`src/rtl/core/tcw_pkg.sv`:
```
// Package for the text console writer: screen geometry, character codes,
// state encoding and the structs passed between the modules.
// Depends on nothing.
`default_nettype none

package tcw_pkg;

  // Screen geometry.
  localparam int COLUMNS = 80;
  localparam int ROWS    = 24;
  localparam int CELLS   = COLUMNS * ROWS;

  // Widths that follow from the geometry.
  localparam int ADDR_W     = $clog2(CELLS);
  localparam int PTR_W      = $clog2(CELLS + 1);
  localparam int COL_W      = $clog2(COLUMNS);
  localparam int ROW_W      = (ROWS > 2) ? $clog2(ROWS) : 1;
  localparam int CNT_W      = $clog2(COLUMNS + 1);
  localparam int CELL_IDX_W = 11;
  localparam int CMP_W      = (PTR_W > CELL_IDX_W) ? PTR_W : CELL_IDX_W;
  localparam int CELL_W     = 16;

  // Input kinds.
  localparam logic [1:0] KIND_PUT  = 2'd0;
  localparam logic [1:0] KIND_INIT = 2'd1;
  localparam logic [1:0] KIND_READ = 2'd2;

  // Character codes.
  localparam logic [7:0] CH_NEWLINE   = 8'h0A;
  localparam logic [7:0] CH_TAB       = 8'h09;
  localparam logic [7:0] CH_BACKSPACE = 8'h08;
  localparam logic [7:0] CH_SPACE     = 8'h20;
  localparam logic [7:0] CH_BLANK     = 8'h00;
  localparam int         TAB_STOP     = 4;

  // Configuration port.
  localparam int         APB_AW      = 3;
  localparam logic [0:0] REG_ATTR    = 1'b0;
  localparam logic [7:0] ATTR_RESET  = 8'h02;

  typedef enum logic [2:0] {
    ST_WIPE,
    ST_IDLE,
    ST_PUT,
    ST_SCROLL,
    ST_FILL,
    ST_READ,
    ST_DONE
  } tcw_state_e;

  typedef struct packed {
    logic              we;
    logic [ADDR_W-1:0] waddr;
    logic [CELL_W-1:0] wdata;
    logic              re;
    logic [ADDR_W-1:0] raddr;
  } tcw_mem_req_t;

  typedef struct packed {
    logic [CELL_IDX_W-1:0] cursor_cell;
    logic [7:0]            read_char;
    logic [7:0]            read_attr;
  } tcw_result_t;

endpackage

`default_nettype wire

```
`src/rtl/core/tcw_regs.sv`:
```
// APB-style configuration register file holding the text attribute.
// Depends on tcw_pkg.
`default_nettype none

module tcw_regs (
  input  wire logic                       clk_i,
  input  wire logic                       rst_ni,
  input  wire logic                       psel,
  input  wire logic                       penable,
  input  wire logic                       pwrite,
  input  wire logic [tcw_pkg::APB_AW-1:0] paddr,
  input  wire logic [31:0]                pwdata,
  output logic      [31:0]                prdata,
  output logic                            pready,
  output logic      [7:0]                 attr_o
);

  import tcw_pkg::*;

  logic [7:0] attr_q, attr_d;
  logic       hit;

  // Registers are word aligned; the word index is the address above bit 1.
  assign hit    = (paddr[APB_AW-1:2] == REG_ATTR);
  assign pready = 1'b1;
  assign attr_o = attr_q;
  assign prdata = hit ? {24'h0, attr_q} : 32'h0;

  always_comb begin
    attr_d = attr_q;
    if (psel && penable && pwrite && hit) begin
      attr_d = pwdata[7:0];
    end
  end

  always_ff @(posedge clk_i or negedge rst_ni) begin
    if (!rst_ni) begin
      attr_q <= ATTR_RESET;
    end else begin
      attr_q <= attr_d;
    end
  end

endmodule

`default_nettype wire

```
`config.mk`:
```
export PLATFORM = sky130hd
export DESIGN_NAME = tcw_regs
export DESIGN_NICKNAME = d
export VERILOG_FILES = /design/src/rtl/core/tcw_pkg.sv /design/src/rtl/core/tcw_regs.sv
export SDC_FILE = /design/constraint.sdc
export NUM_CORES = 1
export LEC_CHECK = 0
export BUFFER_PORTS_ARGS = -buffer_cell sky130_fd_sc_hd__buf_2
export CELL_PAD_IN_SITES_DETAIL_PLACEMENT = 1
export CELL_PAD_IN_SITES_GLOBAL_PLACEMENT = 2
export CORE_ASPECT_RATIO = 0.75
export CORE_UTILIZATION = 14
export DETAILED_ROUTE_END_ITERATION = 10
export PLACE_DENSITY = 0.81
export SYNTH_ARGS = -nofsm -noshare
export SYNTH_HDL_FRONTEND = slang
export SYNTH_SLANG_ARGS = --single-unit
export TNS_END_PERCENT = 100
```
`constraint.sdc`:
```
create_clock -name clk_i -period 1 [get_ports clk_i]
set_input_delay 0.05 -clock clk_i [delete_from_list [all_inputs] [get_ports clk_i]]
set_output_delay 0.05 -clock clk_i [all_outputs]
set_load 0.01 [all_outputs]
```
Word-level counts from Yosys, hierarchy flattened
Index checks and enable logic that the tools add are counted.
{"block": "totals", "wordCells": 6, "regBits": 8, "out_inout_bits": 41, "input_bits": 40}
{"block": "op_classes", "bitwise": 1, "mux": 1, "n_reduce_logical": 3}
{"operator": "8-bit two-way mux", "count": 1}
{"operator": "1-bit logical AND", "count": 3}
{"operator": "1-bit NOT", "count": 1}

Logic depth before layout (Yosys ltp)
Gate-level depths: netlist of run 1.
{"block": "depth", "depth_word": 3, "ltp_mapped": 2, "depth_no_buf": 2}

Least setup slack after synthesis of run 1
Ideal clock, no wire load.
{"block": "synth_timing", "kind": "flip-flop to flip-flop", "start": "register attr_o[0] (netlist name)", "end": "register attr_q[0] (netlist: attr_o[0])", "arrival_time_ns": 0.655, "path_buffers": 0, "slack_ns": 0.220, "period_less_slack_ns": 0.780, "required_time_ns": 0.875, "path_stages_with_launch": 2, "setup_time_ns": 0.125, "path_cell_list": "dfrtp_1 > mux2_2"}
{"item": "to (signal assigned)", "line_no": "tcw_regs.sv:40", "rtl": "attr_q <= attr_d;"}
{"item": "to (decl)", "line_no": "tcw_regs.sv:20", "rtl": "logic [7:0] attr_q, attr_d;"}

Final worst setup path of run 1
{"block": "layout_timing", "start": "register attr_q[1] (netlist: attr_o[1])", "end": "output port prdata[1]"}
{"block": "layout_via", "elab_chain_len": 1}
{"item": "8-bit two-way mux", "line_no": "tcw_regs.sv:27", "rtl": "assign prdata = hit ? {24'h0, attr_q} : 32'h0;"}
{"item": "to (decl)", "line_no": "tcw_regs.sv:13", "rtl": "output logic [31:0] prdata,"}
No other way between the ends.

==> metrics.md, run 1 <==
| Metric | Value |
|---|---|
| Crit share post-route | `103%` |
| Outcome | `complete, but fails checks` |
| Core Region | `about 0.0038 sq mm` |
| Count of final setup violators | `2` |
| RSZ-0062 raised after global routing | `true` |
| Mapped Avg Cell Area | `11.2 sq um` |
| Vias in the first global route | `between 300 and 400` |
| Failing checks | `setup timing` |
| CTS tree | `done` |
| Distinct cells, synth | `7` |
| Worst R2R End | `attr_o[2]` |
| Synth-to-layout area growth | `40.9%` |
| Yosys warns | `0` |
| WP data arrival | `0.98 ns` |
| Startpoint types | `flip-flop` |
| Max reg flops | `8` |
| Site Rows | `19` |
| Die area | `0.00441 sq mm` |
| Clk_skew | `0 ns` |
| Non-Filler Instances | `140` |
| Sink Count | `8` |
| Total grt overflow | `0` |
| Hold path cells | `2` |
| MaxCap Viol Count | `0` |
| Seq cells post-synth | `8` |
| Routed via count | `between 400 and 500` |
| Placed cells | `about 130` |
| PnR worst setup slack | `-0.0269 ns` |
| Post-Synthesis Cells | `52` |
| First-pass DRT Iterations | `2` |
| Most frequent cells in the layout | `25 x conb_1, 22 x buf_2, 8 x and2b_2, 8 x mux2_2` |
| FILL cells | `roughly 450` |
| Hold Crit Class | `in2reg` |
| Clk buf depth | `2` |
| Worst-path clk slew | `0.04 ns` |
| Hold Path Sink | `attr_o[0]` |
| Share of layout cells above drive strength 1 | `roughly three fifths` |
| Starting density of the core | `15.3%` |
| HP Start | `pwdata[0]` |
| Number of cells on the worst reg-to-reg path | `2` |
| Final wirelength | `1.36 mm` |
| GP Congestion | `around 0.64` |
| Fin. Hold Viols | `0` |
| CTS root buf | `clkbuf_8` |
| Routed len/inst | `roughly 9.7 um` |
| First-pass GRT wire length | `~1.9 mm` |
| Residual DRC | `0` |
| Initial antenna violation count | `0` |
| Mapped cell area | `581 sq um` |
| Hpwl dp | `roughly 1.1 mm` |
| Power per cell area | `1640 mW/mm^2` |
| Leakage | `0.447 nW` |
| Critical Path Sink Type | `primary output` |
| Worst reg2reg path startpoint | `attr_o[2]` |
| Worst EP required | `0.95 ns` |
| CP max FO | `2` |
| Post-route minimum period | `1.03 ns` |
| Die height | `57.8 um` |
| CP Class | `reg2out` |
| Port Buf Inserts | `29` |
| ANT nets after route | `0` |
| Max Clock Freq | `0.974 GHz` |
| Max VDD drop | `between 0.0003 and 0.0004 V` |
| Vias per inst | `a little under 3` |
| Worst skew pair latency | `around 0.23 ns` |
| Most common cell after layout, fill and taps aside | `conb_1` |
| Sequential element share of the synthesized area | `between 30% and 40%` |
| R2R Setup Slk | `between 0.1 and 0.15 ns` |
| H-tree levels | `1` |
| Total global-route track usage | `just under 6%` |
| # diodes | `0` |
| IO Count | `81` |
| Final #Nets | `between 100 and 150` |
| Pre-CTS setup slack | `0.0998 ns` |
| Die Wd | `around 76 um` |
| Final slew viol count | `0` |
| CTS buffer count | `3` |
| Starting DRT DRC Count | `1` |
| Largest net degree at the start of global routing | `9` |
## routing by layer
metal	GRT usage (%)	part of all wire (%)	up-vias
li1	-	-	189
met5	0	0	-
met1	5.75	34	197
met4	4.95	1.6	0
met2	10.9	60	19
met3	0.787	4.3	2
## cell type report
cell class | instances | area, sq um | area share, %
clock buffer | 4 | 45.0 | 5.50
timing repair buffer | 34 | 229 | 28.0
multi-input combinational | 42 | 278 | 33.9
sequential | 8 | 201 | 24.6
tap | 52 | 65.1 | 7.95
## logic make-up after synthesis
| family | share of synthesized area (%) |
|---|---|
| simple gates | 16.2 |
| other cells | 1.29 |
| mux | 15.5 |
| buf+inv | 32.3 |
| flops | 34.7 |
## through the flow
| step | power [mW] | hold WS [ns] | area [sq um] | TNS [ns] | utilization (%) |
|---|---|---|---|---|---|
| after detailed placement | 0.841 | -0.0875 | 697 | 0 | 18.3 |
| final | 1.35 | 0.0515 | 818 | -0.0295 | 21.5 |
| after global routing | 1.43 | 0.0565 | 818 | -0.142 | 21.5 |
| after floorplan | 0.734 | -0.246 | 667 | 0 | - |
| after CTS | 1.30 | 0.0477 | 772 | -0.0365 | 20.3 |
| after global placement | 0.820 | -0.0894 | 697 | 0 | 18.3 |
## critical path: stages (launching register included)
cell     delay, ns
dfstp_2       0.52
and2b_2       0.14
buf_6         0.09
## cells in the mapped netlist, drive strengths merged
cell     n  share of area, %
dfrtp    7                30
nand4b   1               4.1
mux2     8                16
dfstp    1               4.5
and2b    8                12
buf     25                32
conb     2               1.3
## worst max-delay path by stage
stage | cells after the start | startpoint | to
floorplan | 1 | attr_o[0] | attr_o[0]
global placement | 3 | paddr[2] | attr_o[7]
detailed placement | 3 | paddr[2] | attr_o[3]
CTS | 2 | attr_o[1] | prdata[1]
global route | 2 | attr_o[1] | prdata[1]
finish | 2 | attr_o[1] | prdata[1]
## repair_timing
| action | CTS | global route |
|---|---|---|
| setup endpoints to repair | 1 | 9 |
| endpoints found under the hold margin | 8 | 0 |
| cloned | 0 | 0 |
| hold buffers | 1 | 0 |
| gates resized for setup | 2 | 5 |
| setup buffers | 1 | 2 |
| pin swaps | 0 | 0 |
## report_power, final
group / internal, mW / total (mW) / switching (mW)
registers: 0.403 / 0.443 / 0.0403
logic: 0.265 / 0.490 / 0.225
clock network: 0.277 / 0.412 / 0.135
No activity file was read; power rests on OpenSTA's default activity.
==> run 2: changes to the inputs <==
Settings changed: CORE_ASPECT_RATIO 0.75 to not set, CTS_CLUSTER_DIAMETER set to 100.
==> run 2 against run 1 <==
Effect of this change:
- the flow still finishes with violations (setup timing)
- non-clock buffer count rose by 1
- clock power fell by 2%
- die area barely moved
- via count rose by 3.9%
- wire length rose by 7.1%
- hold slack improved by 0.0032 ns
- combinational power rose by 4.1%
- clock skew did not move
- global-route usage rose by 0.77 points
- sequential share of layout area fell by 0.15 points
- register-to-register slack got worse by 0.04 ns
- critical endpoint unchanged
- highest routed layer unchanged
==> metrics.md, run 2 (same netlist as run 1, synthesis figures left out) <==
| Metric | Value |
|---|---|
| Site Rows | `23 (was 19)` |
| Clk_skew | `0 ns (unchanged)` |
| Vias in the first global route | `413 (was 390)` |
| Clock power share | `29.6% (was 30.6%)` |
| Worst-path clk slew | `0.04 ns (about the same)` |
| Count of final setup violators | `1 (was 2)` |
| First-pass DRT Iterations | `4 (was 2)` |
| WP data arrival | `1.00 ns (was 0.98 ns)` |
| CP Class | `reg2out (unchanged)` |
| Max VDD drop | `0.000353 V (was 0.000385 V)` |
| MaxCap Viol Count | `0 (unchanged)` |
| Failing checks | `setup timing (unchanged)` |
| IO Count | `81 (unchanged)` |
| Die height | `66.4 um (was 57.8 um)` |
| Final wirelength | `1.46 mm (was 1.36 mm)` |
| Routed len/inst | `10.5 um (was 9.74 um)` |
| Worst EP required | `0.95 ns (about the same)` |
| ANT nets after route | `0 (unchanged)` |
| Hold slack | `0.0547 ns (was 0.0515 ns)` |
| CTS tree | `done (unchanged)` |
| Synth-to-layout area growth | `41.8% (was 40.9%)` |
| Logic pwr share | `37.3% (was 36.4%)` |
| Hold Crit Class | `in2reg (unchanged)` |
| Initial antenna violation count | `0 (unchanged)` |
| Core Region | `0.00400 sq mm (was 0.00380 sq mm)` |
| Sink Count | `8 (unchanged)` |
| Starting density of the core | `14.5% (was 15.3%)` |
| Finished Core Util | `20.6% (was 21.5%)` |
| Die area | `0.00441 sq mm (about the same)` |
| Leakage | `0.451 nW (was 0.447 nW)` |
| Startpoint types | `flip-flop (unchanged)` |
| GP Congestion | `0.604 (was 0.636)` |
| Total power | `1.37 mW (was 1.35 mW)` |
| Port Buf Inserts | `29 (unchanged)` |
| Power per cell area | `1660 mW/mm^2 (was 1640 mW/mm^2)` |
| CTS root buf | `clkbuf_8 (unchanged)` |
| Setup TNS | `-0.0509 ns (was -0.0295 ns)` |
| Worst skew pair latency | `0.23 ns (about the same)` |
| Max reg flops | `8 (unchanged)` |
| Register share of total power | `33.1% (was 33.0%)` |
| Clk buf depth | `2 (unchanged)` |
| Int Pwr | `952 uW (was 945 uW)` |
| Final slew viol count | `0 (unchanged)` |
| Die Wd | `66.4 um (was 76.4 um)` |
| CTS buffer count | `3 (unchanged)` |
| Final #Nets | `130 (was 129)` |
| Largest net degree at the start of global routing | `9 (unchanged)` |
| Share of layout cells above drive strength 1 | `61.8% (was 61.4%)` |
| Max Clock Freq | `0.952 GHz (was 0.974 GHz)` |
| # diodes | `0 (unchanged)` |
| First-pass GRT wire length | `1.96 mm (was 1.87 mm)` |
| Total grt overflow | `0 (unchanged)` |
| Switching share of power | `30.3% (was 29.7%)` |
| Post-route minimum period | `1.05 ns (was 1.03 ns)` |
| Vias per inst | `3.04 (was 2.91)` |
| Starting DRT DRC Count | `5 (was 1)` |
| RSZ-0062 raised after global routing | `true (unchanged)` |
| Total global-route track usage | `6.54% (was 5.77%)` |
| Critical Path Sink Type | `primary output (unchanged)` |
| CP max FO | `3 (was 2)` |
| Routed via count | `423 (was 407)` |
| Most frequent cells in the layout | `25 x conb_1, 22 x buf_2, 8 x and2b_2, 8 x mux2_2 (unchanged)` |
| Fin. Hold Viols | `0 (unchanged)` |
| Outcome | `complete, but fails checks (unchanged)` |
| PnR worst setup slack | `-0.0509 ns (was -0.0269 ns)` |
| Crit share post-route | `105% (was 103%)` |
| Residual DRC | `0 (unchanged)` |
| H-tree levels | `1 (unchanged)` |
| Most common cell after layout, fill and taps aside | `conb_1 (unchanged)` |
| Hpwl dp | `1.16 mm (was 1.08 mm)` |
| Switching power | `413 uW (was 400 uW)` |
[run 2: power by group through the flow]
stage               clock [mW]  combinational [mW]  sequential (mW)
floorplan                    0               0.249            0.484
global placement             0               0.375            0.452
detailed placement           0               0.393            0.461
CTS                      0.414               0.460            0.450
global route             0.429               0.546            0.461
finish                   0.403               0.510            0.452
[run 2: worst max-delay path, cell delays in order, from the launching register on]
cell and delay, ns:
dfstp_2 0.53, and2b_2 0.15, buf_6 0.10
[run 2: final timing paths]
| path | startpoint | to | slack (ns) | cells past startpoint |
|---|---|---|---|---|
| setup reg to reg | attr_o[5] | attr_o[5] | 0.09 | 2 |
| hold reg to reg | attr_o[2] | attr_o[2] | 0.53 | 1 |
| max in group asynchronous | rst_ni | attr_o[1] | 0.55 | 2 |
| min in group asynchronous | rst_ni | attr_o[6] | 0.21 | 2 |
| setup / recovery | attr_o[1] | prdata[1] | -0.05 | 2 |
| hold / removal | pwdata[2] | attr_o[2] | 0.05 | 2 |
[run 2: metal layers]
metal  track usage (%)  wire, um  part of all wire [%]  vias to the layer above
met4              6.65        71                   4.9                        0
met5                 0         0                     0                        -
met2              13.1       913                    63                       31
li1                  -         -                     -                      188
met1              4.75       410                    28                      198
met3              1.38        65                   4.5                        6
[run 2: layout make-up]
cell class              instances  area (sq um)
clock buffers                   4          45.0
multi-input cells              42           278
flip-flops and latches          8           201
fillers                       473          3180
repair buffers                 35           236
well taps                      50          62.6
[run 2: what timing repair did]
action	CTS	global route
gates resized for setup	2	5
buffers inserted	3	1
hold endpoints to repair	8	0
setup endpoints to repair	4	8
hold buffers	1	0
[run 2: through the flow]
step,cells,setup slack (ns),area (sq um)
after floorplan,75,0.220,667
after global placement,130,0.136,694
after detailed placement,130,0.0967,694
after CTS,138,-0.0486,785
after global routing,139,-0.0749,823
final,139,-0.0509,823
==> run 3: changes to the inputs <==
Settings changed: PLACE_DENSITY 0.81 to 0.87.
==> run 3 against run 2 <==
Effect of this change:
- the flow still finishes with violations (setup timing)
- register-to-register slack better by 0.04 ns
- critical path depth unchanged
- largest power group unchanged
- first-iteration DRC count down 40%
- largest cell class unchanged
- count of clock-buffer cells in the layout unchanged
- total power fell by 2.8%
- global-route usage fell by 1.2 points
==> metrics.md, run 3 (same netlist as run 1, synthesis figures left out) <==
| Metric | Value |
|---|---|
| Hold path cells | `2 (unchanged)` |
| Final instance area | `817 sq um (was 823 sq um)` |
| Core Region | `0.00400 sq mm (unchanged)` |
| First-pass DRT Iterations | `2 (was 4)` |
| RSZ-0062 raised after global routing | `true (unchanged)` |
| Worst EP required | `0.95 ns (about the same)` |
| Most common cell after layout, fill and taps aside | `conb_1 (unchanged)` |
| Die height | `66.4 um (unchanged)` |
| Clk buf depth | `2 (unchanged)` |
| Sink Count | `8 (unchanged)` |
| Max stage delay on crit path | `0.52 ns (was 0.53 ns)` |
| Fin. Hold Viols | `0 (unchanged)` |
| Worst-path clk slew | `0.04 ns (about the same)` |
| Starting DRT DRC Count | `3 (was 5)` |
| Final #Nets | `130 (unchanged)` |
| Final slew viol count | `0 (unchanged)` |
| R2R Setup Slk | `0.13 ns (was 0.09 ns)` |
| # diodes | `0 (unchanged)` |
| IO Count | `81 (unchanged)` |
| Number of cells on the worst reg-to-reg path | `2 (unchanged)` |
| Outcome | `complete, but fails checks (unchanged)` |
| Max Clock Freq | `0.968 GHz (was 0.952 GHz)` |
| Largest net degree at the start of global routing | `9 (unchanged)` |
| Finished Core Util | `20.4% (was 20.6%)` |
| Max VDD drop | `0.000316 V (was 0.000353 V)` |
| Hold slack | `0.0483 ns (was 0.0547 ns)` |
| Starting density of the core | `14.5% (unchanged)` |
| MaxCap Viol Count | `0 (unchanged)` |
| Residual DRC | `0 (unchanged)` |
| Crit path cell chain | `and2b_2 -> buf_6 (unchanged)` |
| Placed cells | `130 (unchanged)` |
| Worst R2R End | `attr_o[6] (was attr_o[5])` |
| Non-Filler Instances | `139 (unchanged)` |
| Vias per inst | `3.04 (about the same)` |
| Worst reg2reg path startpoint | `attr_o[6] (was attr_o[5])` |
| Post-route minimum period | `1.03 ns (was 1.05 ns)` |
| Startpoint types | `flip-flop (unchanged)` |
| Routed len/inst | `8.49 um (was 10.5 um)` |
| Hpwl dp | `947 um (was 1.16 mm)` |
| CTS root buf | `clkbuf_8 (unchanged)` |
| CTS buffer count | `3 (unchanged)` |
| ANT nets after route | `0 (unchanged)` |
| Die Wd | `66.4 um (unchanged)` |
| Hold Path Sink | `attr_o[5] (was attr_o[2])` |
| Initial antenna violation count | `0 (unchanged)` |
| Critical path's slowest cell | `dfstp_2 (unchanged)` |
| Count of final setup violators | `1 (unchanged)` |
| Die area | `0.00441 sq mm (unchanged)` |
| Total global-route track usage | `5.32% (was 6.54%)` |
| Critical Path Sink Type | `primary output (unchanged)` |
| Crit share post-route | `103% (was 105%)` |
| CP top delay family | `flip-flops (unchanged)` |
| Vias in the first global route | `367 (was 413)` |
| Worst skew pair latency | `0.22 ns (was 0.23 ns)` |
| Hold Crit Class | `in2reg (unchanged)` |
| Power per cell area | `1620 mW/mm^2 (was 1660 mW/mm^2)` |
| Worst Path Buf+Inv | `1 (unchanged)` |
| Total grt overflow | `0 (unchanged)` |
| Leakage | `0.450 nW (was 0.451 nW)` |
| Failing checks | `setup timing (unchanged)` |
| CTS tree | `done (unchanged)` |
| CP Class | `reg2out (unchanged)` |
| Port Buf Inserts | `29 (unchanged)` |
| CP max FO | `3 (unchanged)` |
| Final wirelength | `1.18 mm (was 1.46 mm)` |
| GP Congestion | `0.532 (was 0.604)` |
| Share of layout cells above drive strength 1 | `61.8% (unchanged)` |
| Routed via count | `422 (was 423)` |
| Setup TNS | `-0.0332 ns (was -0.0509 ns)` |
| First-pass GRT wire length | `1.64 mm (was 1.96 mm)` |
| Most frequent cells in the layout | `25 x conb_1, 23 x buf_2, 8 x and2b_2, 8 x mux2_2, 7 x dfrtp_1 (was 25 x conb_1, 22 x buf_2, 8 x and2b_2, 8 x mux2_2)` |
| H-tree levels | `1 (unchanged)` |
| HP Start | `pwdata[5] (was pwdata[2])` |
| Clk_skew | `0 ns (unchanged)` |
| PnR worst setup slack | `-0.0332 ns (was -0.0509 ns)` |
| WP data arrival | `0.98 ns (was 1.00 ns)` |
| Placed Area | `694 sq um (unchanged)` |
| Max reg flops | `8 (unchanged)` |
| Site Rows | `23 (unchanged)` |
| Synth-to-layout area growth | `40.7% (was 41.8%)` |
## run 3: cell counts in the layout (fill, tap and decap cells not counted)
Identical to the previous run, type by type.
## run 3: repair_timing
item,CTS,global route
gates resized for setup,1,5
hold endpoints to repair,8,0
setup endpoints to repair,2,7
hold buffers,1,0
buffers inserted,1,3
## run 3: worst max-delay path by stage
stage	start	to	slack (ns)	cells past startpoint
3_3_place_gp	paddr[2]	attr_o[4]	0.14	3
3_5_place_dp	paddr[2]	attr_o[4]	0.13	3
4_1_cts	attr_o[1]	prdata[1]	-0.04	2
2_1_floorplan	attr_o[0]	attr_o[0]	0.22	1
5_1_grt	attr_o[1]	prdata[1]	-0.06	2
6_report	attr_o[1]	prdata[1]	-0.03	2
## run 3: through the flow
stage | power (mW) | setup slack [ns]
after floorplan | 0.734 | 0.220
after global placement | 0.823 | 0.139
after detailed placement | 0.836 | 0.127
after CTS | 1.27 | -0.0438
after global routing | 1.42 | -0.0643
final | 1.33 | -0.0332
## run 3: routing by layer
metal	track usage, %	share of wire, %	vias up
met5	0	0	-
met1	4.94	33	197
met4	2.39	1.4	0
li1	-	-	190
met2	9.18	51	32
met3	3.28	15	3
## run 3: power breakdown
part           internal [mW]  switching [mW]  total (mW)
combinational          0.264           0.211       0.475
clock                  0.276           0.128       0.404
sequential             0.404          0.0433       0.447
## run 3: layout make-up
| cell class | instances | area (sq um) |
|---|---|---|
| Multi-Input combinational cell | 42 | 278 |
| Fill cell | 475 | 3180 |
| Sequential cell | 8 | 201 |
| Tap cell | 50 | 62.6 |
| Clock buffer | 4 | 45.0 |
| Timing Repair Buffer | 35 | 230 |
## run 3: worst reg2reg max path: cells and delay by family, from the launching register on
family / cells / cell delay (ns)
flops: 1 / 0.37
mux: 1 / 0.25
buf+inv: 1 / 0.14
