### src/rtl/core/tcw_pkg.sv
// Package for the text console writer: screen geometry, character codes,
// state encoding and the structs passed between the modules.
// Depends on nothing.
`default_nettype none

package tcw_pkg;

  // Screen geometry.
  localparam int COLUMNS = 80;
  localparam int ROWS    = 24;
  localparam int CELLS   = COLUMNS * ROWS;

  // Widths that follow from the geometry.
  localparam int ADDR_W     = $clog2(CELLS);
  localparam int PTR_W      = $clog2(CELLS + 1);
  localparam int COL_W      = $clog2(COLUMNS);
  localparam int ROW_W      = (ROWS > 2) ? $clog2(ROWS) : 1;
  localparam int CNT_W      = $clog2(COLUMNS + 1);
  localparam int CELL_IDX_W = 11;
  localparam int CMP_W      = (PTR_W > CELL_IDX_W) ? PTR_W : CELL_IDX_W;
  localparam int CELL_W     = 16;

  // Input kinds.
  localparam logic [1:0] KIND_PUT  = 2'd0;
  localparam logic [1:0] KIND_INIT = 2'd1;
  localparam logic [1:0] KIND_READ = 2'd2;

  // Character codes.
  localparam logic [7:0] CH_NEWLINE   = 8'h0A;
  localparam logic [7:0] CH_TAB       = 8'h09;
  localparam logic [7:0] CH_BACKSPACE = 8'h08;
  localparam logic [7:0] CH_SPACE     = 8'h20;
  localparam logic [7:0] CH_BLANK     = 8'h00;
  localparam int         TAB_STOP     = 4;

  // Configuration port.
  localparam int         APB_AW      = 3;
  localparam logic [0:0] REG_ATTR    = 1'b0;
  localparam logic [7:0] ATTR_RESET  = 8'h02;

  typedef enum logic [2:0] {
    ST_WIPE,
    ST_IDLE,
    ST_PUT,
    ST_SCROLL,
    ST_FILL,
    ST_READ,
    ST_DONE
  } tcw_state_e;

  typedef struct packed {
    logic              we;
    logic [ADDR_W-1:0] waddr;
    logic [CELL_W-1:0] wdata;
    logic              re;
    logic [ADDR_W-1:0] raddr;
  } tcw_mem_req_t;

  typedef struct packed {
    logic [CELL_IDX_W-1:0] cursor_cell;
    logic [7:0]            read_char;
    logic [7:0]            read_attr;
  } tcw_result_t;

endpackage

`default_nettype wire

### src/rtl/core/tcw_engine.sv
// Sequencer of the text console: cursor state, character handling, scroll,
// clear and read, all through the write and read ports of the screen memory.
// Depends on tcw_pkg.
`default_nettype none

module tcw_engine (
  input  wire logic                           clk_i,
  input  wire logic                           rst_ni,
  input  wire logic                           in_valid_i,
  output logic                                in_ready_o,
  input  wire logic [1:0]                     kind_i,
  input  wire logic [7:0]                     char_code_i,
  input  wire logic [tcw_pkg::CELL_IDX_W-1:0] cell_index_i,
  input  wire logic [7:0]                     attr_i,
  output tcw_pkg::tcw_mem_req_t               mem_req_o,
  input  wire logic [tcw_pkg::CELL_W-1:0]     mem_rdata_i,
  output logic                                res_valid_o,
  output tcw_pkg::tcw_result_t                res_o,
  input  wire logic                           res_free_i
);

  import tcw_pkg::*;

  tcw_state_e        state_q, state_d;
  logic [ADDR_W-1:0] cursor_q, cursor_d;
  logic [COL_W-1:0]  col_q, col_d;
  logic [ROW_W-1:0]  row_q, row_d;
  logic              init_q, init_d;
  logic [CNT_W-1:0]  cnt_q, cnt_d;
  logic [PTR_W-1:0]  ptr_q, ptr_d;
  logic              pend_q, pend_d;
  logic [7:0]        ch_q, ch_d;
  logic [7:0]        rc_q, rc_d;
  logic [7:0]        ra_q, ra_d;

  logic accept;
  logic last_cell;
  logic last_row;
  logic idx_ok;

  assign in_ready_o = (state_q == ST_IDLE);
  assign accept     = in_valid_i && in_ready_o;
  assign last_cell  = (cursor_q == ADDR_W'(CELLS - 1));
  assign last_row   = (row_q == ROW_W'(ROWS - 1));
  assign idx_ok     = (CMP_W'(cell_index_i) < CMP_W'(CELLS));

  assign res_valid_o       = (state_q == ST_DONE);
  assign res_o.cursor_cell = CELL_IDX_W'(cursor_q);
  assign res_o.read_char   = rc_q;
  assign res_o.read_attr   = ra_q;

  // Next state.
  always_comb begin
    state_d = state_q;
    unique case (state_q)
      ST_WIPE: begin
        if (ptr_q == PTR_W'(CELLS - 1)) begin
          state_d = ST_IDLE;
        end
      end
      ST_IDLE: begin
        if (accept) begin
          unique case (kind_i)
            KIND_PUT: begin
              if (char_code_i == CH_NEWLINE && init_q) begin
                state_d = last_row ? ST_SCROLL : ST_DONE;
              end else if (char_code_i == CH_BACKSPACE) begin
                state_d = ST_DONE;
              end else begin
                state_d = ST_PUT;
              end
            end
            KIND_INIT: state_d = ST_FILL;
            KIND_READ: state_d = idx_ok ? ST_READ : ST_DONE;
            default:   state_d = ST_DONE;
          endcase
        end
      end
      ST_PUT: begin
        if (last_cell) begin
          state_d = ST_SCROLL;
        end else if (cnt_q == CNT_W'(1)) begin
          state_d = ST_DONE;
        end
      end
      ST_SCROLL: begin
        if (ptr_q == PTR_W'(CELLS)) begin
          state_d = ST_FILL;
        end
      end
      ST_FILL: begin
        if (ptr_q == PTR_W'(CELLS - 1)) begin
          state_d = (cnt_q != '0) ? ST_PUT : ST_DONE;
        end
      end
      ST_READ: state_d = ST_DONE;
      ST_DONE: begin
        if (res_free_i) begin
          state_d = ST_IDLE;
        end
      end
      default: state_d = ST_IDLE;
    endcase
  end

  // Datapath and memory requests.
  always_comb begin
    cursor_d  = cursor_q;
    col_d     = col_q;
    row_d     = row_q;
    init_d    = init_q;
    cnt_d     = cnt_q;
    ptr_d     = ptr_q;
    pend_d    = 1'b0;
    ch_d      = ch_q;
    rc_d      = rc_q;
    ra_d      = ra_q;
    mem_req_o = '0;

    unique case (state_q)
      ST_WIPE: begin
        mem_req_o.we    = 1'b1;
        mem_req_o.waddr = ADDR_W'(ptr_q);
        mem_req_o.wdata = '0;
        ptr_d           = ptr_q + PTR_W'(1);
      end
      ST_IDLE: begin
        if (accept) begin
          rc_d  = '0;
          ra_d  = '0;
          cnt_d = '0;
          unique case (kind_i)
            KIND_PUT: begin
              ch_d = CH_SPACE;
              if (char_code_i == CH_NEWLINE && init_q) begin
                if (last_row) begin
                  ptr_d    = PTR_W'(COLUMNS);
                  cursor_d = ADDR_W'((ROWS - 1) * COLUMNS);
                  row_d    = ROW_W'(ROWS - 1);
                  col_d    = '0;
                end else begin
                  cursor_d = cursor_q - ADDR_W'(col_q) + ADDR_W'(COLUMNS);
                  row_d    = row_q + ROW_W'(1);
                  col_d    = '0;
                end
              end else if (char_code_i == CH_NEWLINE) begin
                cnt_d = CNT_W'(COLUMNS) - CNT_W'(col_q);
              end else if (char_code_i == CH_TAB) begin
                cnt_d = CNT_W'(TAB_STOP) - CNT_W'(col_q & COL_W'(TAB_STOP - 1));
              end else if (char_code_i == CH_BACKSPACE) begin
                mem_req_o.we    = 1'b1;
                mem_req_o.wdata = {attr_i, CH_SPACE};
                if (cursor_q != '0) begin
                  cursor_d        = cursor_q - ADDR_W'(1);
                  mem_req_o.waddr = cursor_q - ADDR_W'(1);
                  if (col_q == '0) begin
                    col_d = COL_W'(COLUMNS - 1);
                    row_d = row_q - ROW_W'(1);
                  end else begin
                    col_d = col_q - COL_W'(1);
                  end
                end else begin
                  mem_req_o.waddr = '0;
                end
              end else begin
                cnt_d = CNT_W'(1);
                ch_d  = char_code_i;
              end
            end
            KIND_INIT: begin
              init_d = 1'b1;
              ptr_d  = PTR_W'(cursor_q - ADDR_W'(col_q));
            end
            KIND_READ: begin
              mem_req_o.re    = idx_ok;
              mem_req_o.raddr = ADDR_W'(cell_index_i);
            end
            default: begin
              rc_d = '0;
            end
          endcase
        end
      end
      ST_PUT: begin
        mem_req_o.we    = 1'b1;
        mem_req_o.waddr = cursor_q;
        mem_req_o.wdata = {attr_i, ch_q};
        cnt_d           = cnt_q - CNT_W'(1);
        if (last_cell) begin
          ptr_d    = PTR_W'(COLUMNS);
          cursor_d = ADDR_W'((ROWS - 1) * COLUMNS);
          row_d    = ROW_W'(ROWS - 1);
          col_d    = '0;
        end else begin
          cursor_d = cursor_q + ADDR_W'(1);
          if (col_q == COL_W'(COLUMNS - 1)) begin
            col_d = '0;
            row_d = row_q + ROW_W'(1);
          end else begin
            col_d = col_q + COL_W'(1);
          end
        end
      end
      ST_SCROLL: begin
        // Read one row ahead, write the returned cell one row up in the next cycle.
        if (pend_q) begin
          mem_req_o.we    = 1'b1;
          mem_req_o.waddr = ADDR_W'(ptr_q - PTR_W'(COLUMNS + 1));
          mem_req_o.wdata = mem_rdata_i;
        end
        if (ptr_q != PTR_W'(CELLS)) begin
          mem_req_o.re    = 1'b1;
          mem_req_o.raddr = ADDR_W'(ptr_q);
          ptr_d           = ptr_q + PTR_W'(1);
          pend_d          = 1'b1;
        end else begin
          ptr_d = PTR_W'((ROWS - 1) * COLUMNS);
        end
      end
      ST_FILL: begin
        mem_req_o.we    = 1'b1;
        mem_req_o.waddr = ADDR_W'(ptr_q);
        mem_req_o.wdata = {attr_i, CH_BLANK};
        ptr_d           = ptr_q + PTR_W'(1);
      end
      ST_READ: begin
        rc_d = mem_rdata_i[7:0];
        ra_d = mem_rdata_i[15:8];
      end
      ST_DONE: begin
        pend_d = 1'b0;
      end
      default: begin
        pend_d = 1'b0;
      end
    endcase
  end

  always_ff @(posedge clk_i or negedge rst_ni) begin
    if (!rst_ni) begin
      state_q  <= ST_WIPE;
      cursor_q <= '0;
      col_q    <= '0;
      row_q    <= '0;
      init_q   <= 1'b0;
      cnt_q    <= '0;
      ptr_q    <= '0;
      pend_q   <= 1'b0;
    end else begin
      state_q  <= state_d;
      cursor_q <= cursor_d;
      col_q    <= col_d;
      row_q    <= row_d;
      init_q   <= init_d;
      cnt_q    <= cnt_d;
      ptr_q    <= ptr_d;
      pend_q   <= pend_d;
    end
  end

  always_ff @(posedge clk_i) begin
    ch_q <= ch_d;
    rc_q <= rc_d;
    ra_q <= ra_d;
  end

endmodule

`default_nettype wire

### config.mk
export PLATFORM = sky130hd
export DESIGN_NAME = tcw_engine
export DESIGN_NICKNAME = d
export VERILOG_FILES = /design/src/rtl/core/tcw_pkg.sv /design/src/rtl/core/tcw_engine.sv
export SDC_FILE = /design/constraint.sdc
export NUM_CORES = 1
export LEC_CHECK = 0
export BUFFER_PORTS_ARGS = -buffer_cell sky130_fd_sc_hd__buf_2
export CAP_MARGIN = 25
export CORE_UTILIZATION = 57
export CTS_BUF_LIST = sky130_fd_sc_hd__clkbuf_8
export CTS_CLUSTER_DIAMETER = 200
export DETAILED_ROUTE_END_ITERATION = 6
export PLACE_DENSITY_LB_ADDON = 0.12
export REMOVE_ABC_BUFFERS = 1
export SLEW_MARGIN = 10
export SYNTH_ARGS = -nofsm -noshare
export SYNTH_HDL_FRONTEND = slang
export SYNTH_SLANG_ARGS = --single-unit
### constraint.sdc
create_clock -name clk_i -period 5.5 [get_ports clk_i]
set_clock_uncertainty 0.05 [all_clocks]
set_input_delay 1.1 -clock clk_i [delete_from_list [all_inputs] [get_ports clk_i]]
set_output_delay 1.1 -clock clk_i [all_outputs]
set_load 0.1 [all_outputs]
# Yosys cells after proc, flatten, opt, wreduce, memory -nomap -nowiden
# Cells that the tools add are included.
# word_totals
wordCells,158
inputBits,49
reg_bits,70
output_inout_bits,69
# op_classes
n_eq_ne,35
addsub,13
muxes,78
n_reduce_logical,20
magnitude_cmp,1
# ops
operator,n
$mux 28,6
$mux 11,15
$pmux 28 s5,1
$mux 7,15
$mux 5,11
$pmux 11 s2,2
$pmux 11 s4,1
$mux 40,1
$eq 11x11->1 const B,3
$mux 3,11
$pmux 8 s2,2
$pmux 7 s2,2
$eq 8x4->1 const B,3
$mux 12,2
$pmux 12 s2,1
$add 11x1->11 const B,2
$pmux 3 s7,1
$ne 3x3->1 const B,6
$sub 7x1->7 const B,2
$ne 3x1->1 const B,4
$reduce_and 6->1,2
$add 11x7->11 const B,1
$lt 11x11->1 const B,1
$ne 11x11->1 const B,1
other kinds (37),51

# Depth between registers and ports, before layout
# Gate-level depths: netlist of the first run.
# depth
ltp_word,10
depth_mapped,13
mapped_depth_nobuf,13

# Least setup slack after synthesis of the first run
# OpenSTA, ideal clock, no wires.
# synth_path
path_kind,input-to-output
from,input char_code_i[2]
to,output mem_req_o[35] in the netlist's numbering
arrival_time_ns,6.121
stages,5
n_path_buf,0
slack_ns,-1.771
required_ns,4.350
cell_sequence,or4b_4 or2_2 nor4_1 nand2b_1 o311ai_0
# synth_lines
element,line_no,text
"start, declared",tcw_engine.sv:12,"input wire logic [7:0] char_code_i,"
"end, declared",tcw_engine.sv:15,"output tcw_pkg::tcw_mem_req_t mem_req_o,"

==> metrics.md, run 1 <==
| Metric | Value |
|---|---|
| Hpwl dp | `13.1 mm` |
| Clock Latency Late Sink | `370 ps` |
| Worst path required time | `4350 ps` |
| Layout area overhead | `15.7%` |
| Period utilization | `91.0%` |
| Initial core utilization | `59.6%` |
| Fin. Hold Viols | `0` |
| Mean area per synthesized cell | `7.91 sq um` |
| Synth top area share | `19.5%` |
| Global-route wire length before repair | `29.6 mm` |
| Worst Setup Start Kind | `flop` |
| Synth Cell Area | `0.00591 sq mm` |
| WL per Instance | `18.9 um` |
| Final setup violation count | `0` |
| Worst setup EP type | `output pin` |
| Grt ovf | `0` |
| Minimum clock period | `5000 ps` |
| CTS buffer count | `9` |
| Die area | `0.0108 sq mm` |
| Most used DFF post-synth | `dfrtp_1` |
| Via density | `6.56` |
| R2R depth | `8` |
| Yosys warnings | `0` |
| Post-synthesis async set-or-reset flop share | `65.7%` |
| CTS Hold Bufs | `0` |
| Min-delay src | `row_q[4]$_DFFE_PN0P_` |
| Pins Over Slew Limit | `0` |
| Library cells used by synthesis | `71` |
| Ant diodes | `0` |
| Vias in the first global route | `5872` |
| Worst-Margin Slew | `973 ps` |
| Port Buffers | `117` |
| Die height | `104 um` |
| Clock sink count | `70` |
| Root Driver | `clkbuf_8` |
| CTS tree | `done` |
| Worst-path maximum fanout | `27` |
| Largest cells by area after synthesis | `dfrtp_1 (19%), edfxtp_1 (12%), ha_1 (4.9%)` |
| Reg2Reg Launch Point | `state_q[1]$_DFFE_PN0P_` |
| Final design utilization | `69.0%` |
| Die X | `104 um` |
| Post-cts gate resize count | `0` |
| Status | `finished, final reports clean` |
| Post-CTS setup buffer count | `0` |
| Tot GR Track Use | `34.1%` |
| # H-tree levels | `3` |
| DRC Markers | `0` |
| DR iter-0 viols | `725` |
| Cells after synthesis | `747` |
| Ports | `118` |
| Core Area | `0.00991 sq mm` |
| Standard-cell rows | `36` |
| Rel. slew slack | `35.0%` |
| Worst r2r dst | `row_q[4]$_DFFE_PN0P_` |
| Clk pin slew, worst setup/hold paths | `80 ps` |
| Largest net degree at the start of global routing | `47` |
| Share of layout cells above drive strength 1 | `19.3%` |
| Post-Route WL | `18.2 mm` |
| Hold EP | `row_q[4]$_DFFE_PN0P_` |
| Cells on Worst Hold Path | `1` |
| Post-synth EDFFs | `24` |
| Synth area leader | `dfrtp_1` |
| Flop2flop setup slack | `1640 ps` |
| TritonRoute pass-1 iters | `6` |
| Final nets | `899` |
| Hold Path Class | `reg -> reg` |
| Sequential fraction of the synthesis area | `31.7%` |
| Clk buf depth | `2` |
| Initial antenna violation count | `0` |
| Max Cap Viol | `0` |
| WP data arrival | `3850 ps` |
| Final ANT Viol Nets | `0` |
| Seq cells post-synth | `70` |
| Fillers | `832` |
| Via count | `6325` |
| Setup TNS | `0 ps` |
| Max Fclk | `200 MHz` |
| Critical path type | `reg -> out` |
| RSZ-0062 raised after global routing | `false` |
| Placer congestion estimate | `0.958` |
-- critical path, cell delays in order, from the launching register on --
cell and delay [ps]:
dfrtp_1 810, inv_2 180, nor2_2 240, nand2_1 270, inv_2 190, nand3_1 170
nor4_1 210, buf_4 190, nand2b_1 290, o311ai_0 670, buf_12 250
-- synthesized netlist by cell type, types with 3 or more instances --
master / instances
o221ai_1: 4
o32a_1: 4
o22ai_1: 9
inv_1: 32
or4_1: 4
o211ai_1: 4
nand2b_1: 5
o21a_1: 5
and2_1: 4
edfxtp_1: 24
a211oi_1: 7
o21ai_1: 24
nor3b_1: 5
nand3_1: 20
o31ai_1: 8
a311oi_1: 3
nand4_1: 9
or2_2: 6
nor3_1: 27
o21ai_0: 44
a22o_1: 32
nor4_1: 7
xor2_1: 10
nand2_1: 65
o311ai_0: 3
a21oi_1: 55
buf_1: 3
nor2b_1: 9
dfrtp_1: 46
clkbuf_1: 49
a21o_1: 5
ha_1: 23
xnor2_1: 15
a32o_1: 3
mux2i_1: 4
a31oi_1: 14
a221o_1: 3
buf_2: 5
a221oi_1: 4
a22oi_1: 9
or3_1: 7
nor2_1: 67
and3_1: 26
-- state kept, by name (all words and copies together) (netlist names) --
name	cells
ptr_q	11
cnt_q	7
col_q	7
ra_q	8
state_q	3
ch_q	8
rc_q	8
row_q	5
init_q	1
cursor_q	11
pend_q	1
-- worst max-delay path by stage --
stage | from | slack, ps | end
after floorplan | char_code_i[2] | -1940 | mem_req_o[35]
after global placement | char_code_i[2] | 670 | mem_req_o[35]
after detailed placement | char_code_i[2] | 630 | mem_req_o[35]
after CTS | state_q[0]$_DFFE_PN0P_ | 540 | mem_req_o[35]
after global routing | state_q[0]$_DFFE_PN0P_ | 240 | mem_req_o[35]
final | state_q[0]$_DFFE_PN0P_ | 500 | mem_req_o[35]
-- final cells by class --
class	instances	area (sq um)	area share, %
Multi-Input combinational cell	586	3700	54.1
Sequential cell	70	1870	27.4
Clock inverter	7	96.3	1.41
Inverter	34	128	1.87
Clock buffer	9	124	1.81
Timing Repair Buffer	125	751	11.0
Tap cell	133	166	2.44
-- routing by layer --
layer  GRT usage, %  part of all wire, %
met1           45.9                   42
met2           54.4                   46
met3           6.86                  9.7
met4           12.3                  2.6
met5              0                    0
-- per-stage QoR --
step           hold WS (ps)  area [sq um]  worst slack, ps  cells
6_report                436          6830              497    964
5_1_grt                 471          6830              243    964
4_1_cts                 435          6830              542    964
3_5_place_dp            424          6610              626    948
3_3_place_gp            420          6610              667    948
2_1_floorplan           391          5690            -1940    690
-- cell usage in the layout, fill, tap and decap left out, types with 8 or more instances in the layout --
| cell type | netlist | routed |
|---|---|---|
| a31oi_1 | 14 | 14 |
| xor2_1 | 10 | 10 |
| nand2_1 | 65 | 65 |
| edfxtp_1 | 24 | 24 |
| nor2_1 | 67 | 67 |
| nor2b_1 | 9 | 9 |
| a21oi_1 | 55 | 55 |
| o21ai_0 | 44 | 44 |
| and3_1 | 26 | 26 |
| o31ai_1 | 8 | 8 |
| nor3_1 | 27 | 25 |
| o22ai_1 | 9 | 9 |
| clkbuf_8 | 0 | 9 |
| xnor2_1 | 15 | 15 |
| a22oi_1 | 9 | 9 |
| nand4_1 | 9 | 9 |
| buf_4 | 0 | 8 |
| ha_1 | 23 | 23 |
| a22o_1 | 32 | 32 |
| buf_2 | 5 | 110 |
| dfrtp_1 | 46 | 46 |
| nand3_1 | 20 | 20 |
| o21ai_1 | 24 | 24 |
| inv_1 | 32 | 32 |
-- cells by family after synthesis --
family                   after synthesis  synth area share (%)
XOR/XNOR                              25                  3.71
multiplexers                           5                 0.869
flip-flops                            70                  31.7
buffers and inverters                 91                  5.89
AND/OR/NAND/NOR                      272                  23.0
adder cells (fa/ha/maj)               25                  5.38
AO/OA/AOI/OAI                        259                  29.5
Power of run 1 is not shown: default switching activity piles up to over one toggle a cycle in this logic, so the estimate is an artifact.
==> run 2, diff against run 1 <==
Settings changed: ABC_AREA from default to 1, CTS_CLUSTER_DIAMETER 200 to 100, REMOVE_ABC_BUFFERS 1 to default.
==> run 2 against run 1 <==
Net effect:
- register-to-register slack improved by 1100 ps
- critical endpoint is now mem_req_o[28]
- count of clock-buffer cells in the layout stayed put
- critical path depth is the same
- via count rose by 1.9%
- die area is 4.4% higher
- core utilization down 2.1 points
- critical path type is now in -> out
- sequential share of layout area shrank 0.51 points
- first-iteration DRC count shrank 16%
==> metrics.md, run 2 <==
| Metric | Value |
|---|---|
| Cell Area, Placed | `0.00679 sq mm` |
| Clock Latency Late Sink | `360 ps` |
| Setup TNS | `0 ps` |
| Register area | `0.00187 sq mm` |
| Hpwl dp | `13.9 mm` |
| Finished layout cell area | `0.00696 sq mm` |
| CP cell instances | `buf_2, inv_1, ha_1, inv_1, nor2_4, nand2_1, inv_2, nand2_2, o21ai_0, buf_2` |
| Post-Route WL | `17.9 mm` |
| Clk buf depth | `2` |
| Final nets | `1049` |
| CTS buffer count | `9` |
| Post-CTS setup buffer count | `0` |
| Post-synth EDFFs | `24` |
| Minimum clock period | `4360 ps` |
| Initial core utilization | `59.3%` |
| Layout Cells excl Fill | `1117` |
| Crit-path slowest cell | `buf_2` |
| CP top delay family | `buffers and inverters` |
| Mean area per synthesized cell | `7.08 sq um` |
| Clk pin slew, worst setup/hold paths | `80 ps` |
| Sequential fraction of the synthesis area | `30.3%` |
| Most frequent cells in the layout | `nand2_1 (173), buf_2 (117), inv_1 (114), nor2_1 (82), nand3_1 (64)` |
| Final design utilization | `66.8%` |
| Max Fclk | `229 MHz` |
| Grt ovf | `0` |
| Largest cells by area after synthesis | `dfrtp_1 (19%), edfxtp_1 (12%), nand2_1 (11%)` |
| Synth area leader | `dfrtp_1` |
| Worst setup EP type | `output pin` |
| Library cells used by synthesis | `58` |
| Clock sink count | `70` |
| Synth top area share | `18.6%` |
| Most common cell after layout, fill and taps aside | `nand2_1` |
| Post-cts gate resize count | `0` |
| Placed Cells | `1101` |
| Root Driver | `clkbuf_8` |
| Worst-path maximum fanout | `10` |
| Yosys warnings | `0` |
| Seq cells post-synth | `70` |
| DR iter-0 viols | `607` |
| CTS Hold Bufs | `0` |
| Standard-cell rows | `37` |
| Pins Over Slew Limit | `0` |
| Final setup violation count | `0` |
| Via density | `5.77` |
| Status | `finished, final reports clean` |
| DRC Markers | `0` |
| Core Area | `0.0104 sq mm` |
| # H-tree levels | `3` |
| Multi-input gate area | `0.00360 sq mm` |
| Most used DFF post-synth | `dfrtp_1` |
| Via count | `6447` |
| Syn Nets | `945` |
| Initial antenna violation count | `0` |
| Max Cap Viol | `0` |
| Largest registers | `cursor_q x11, ptr_q x11` |
| Hold Path Class | `reg -> reg` |
| TritonRoute pass-1 iters | `5` |
| Post-synthesis async set-or-reset flop share | `65.7%` |
| Top-count cell post-synth | `nand2_1` |
| Worst-Margin Slew | `773 ps` |
| Layout area overhead | `12.8%` |
| Largest stage delay, worst path | `490 ps` |
| RSZ-0062 raised after global routing | `false` |
| WL per Instance | `16.0 um` |
| Final ANT Viol Nets | `0` |
| Worst Setup Start Kind | `input port` |
| Rel. slew slack | `48.3%` |
| Vias in the first global route | `5853` |
| CTS tree | `done` |
| Die height | `106 um` |
| Post-synth top cells | `nand2_1 (173), inv_1 (114), nor2_1 (82)` |
| Tot GR Track Use | `33.0%` |
| Critical path type | `in -> out` |
| Period utilization | `79.3%` |
| Port Buffers | `117` |
| Die X | `106 um` |
| Synth Cell Area | `0.00617 sq mm` |
| Placer congestion estimate | `0.965` |
| Global-route wire length before repair | `28.9 mm` |
| WP data arrival | `3210 ps` |
| Critical path buffer and inverter count | `5` |
| Largest net degree at the start of global routing | `47` |
| Cells after synthesis | `872` |
| Worst path required time | `4350 ps` |
| Ant diodes | `0` |
| Fillers | `933` |
| Share of layout cells above drive strength 1 | `21.6%` |
| Ports | `118` |
| Fin. Hold Viols | `0` |
| Die area | `0.0113 sq mm` |
## run 2: cell count changes in the layout (fill, tap and decap cells not counted), moves of 13 or more
cell | before | now
o21ai_0 | 44 | 57
nand2_1 | 65 | 173
nor2_1 | 67 | 82
and3_1 | 26 | 0
inv_1 | 32 | 114
xor2_1 | 10 | 26
inv_2 | 2 | 21
nand3_1 | 20 | 64
a21oi_1 | 55 | 30
a22o_1 | 32 | 1
o22ai_1 | 9 | 26
## run 2: worst paths after layout
kind,startpoint,end,slack [ps],depth (start not counted)
max in group asynchronous,rst_ni,cursor_q[6]$_DFFE_PN0P_,4120,2
min reg2reg,cnt_q[6]$_DFFE_PN0P_,cnt_q[6]$_DFFE_PN0P_,470,2
min,cnt_q[6]$_DFFE_PN0P_,cnt_q[6]$_DFFE_PN0P_,470,2
max reg2reg,cursor_q[0]$_DFFE_PN0P_,cursor_q[8]$_DFFE_PN0P_,2710,18
max,kind_i[1],mem_req_o[28],1140,10
min in group asynchronous,rst_ni,init_q$_DFFE_PN0P_,790,2
## run 2: worst register-to-register path: stages (launching register included)
cell	delay (ps)
dfrtp_1	450
inv_1	220
ha_1	210
inv_1	110
fa_1	440
nand2_1	80
nand2_1	80
nand3b_1	90
nand2_1	100
ha_1	200
inv_1	60
nand3_1	100
nand2_1	130
inv_1	60
nand2_1	60
nand3_1	60
nand3_1	80
nand2_1	50
o21ai_1	80
## run 2: final cells by class
class / count / area share, %
timing repair buffer: 120 / 8.73
sequential: 70 / 26.9
multi-input combinational: 637 / 51.7
clock inverter: 7 / 0.773
inverter: 138 / 7.71
tap: 136 / 2.44
clock buffer: 9 / 1.78
## run 2: metrics by stage
stage	hold slack, ps	setup WS (ps)
after global routing	510	1040
after global placement	441	1300
after floorplan	423	216
after detailed placement	450	1200
after CTS	470	1190
final	474	1140
## run 2: cells by family after synthesis
logic type                 synth area share [%]
DFF                                        30.3
adders and majority gates                  4.99
and+or+nand+nor                            30.6
xor gates and xnor gates                   4.82
AOI/OAI and AO/OA                          17.8
buffers and inverters                      11.5
## run 2: per-layer routing
layer / vias to the layer above / wire length [um] / global-route usage, %
met1: 2965 / 7830 / 44.5
li1: 3115 / - / -
met5: - / 0 / 0
met4: 0 / 394 / 13.5
met3: 28 / 1580 / 5.15
met2: 339 / 8090 / 52.8
Power of run 2 is left out for the same reason.
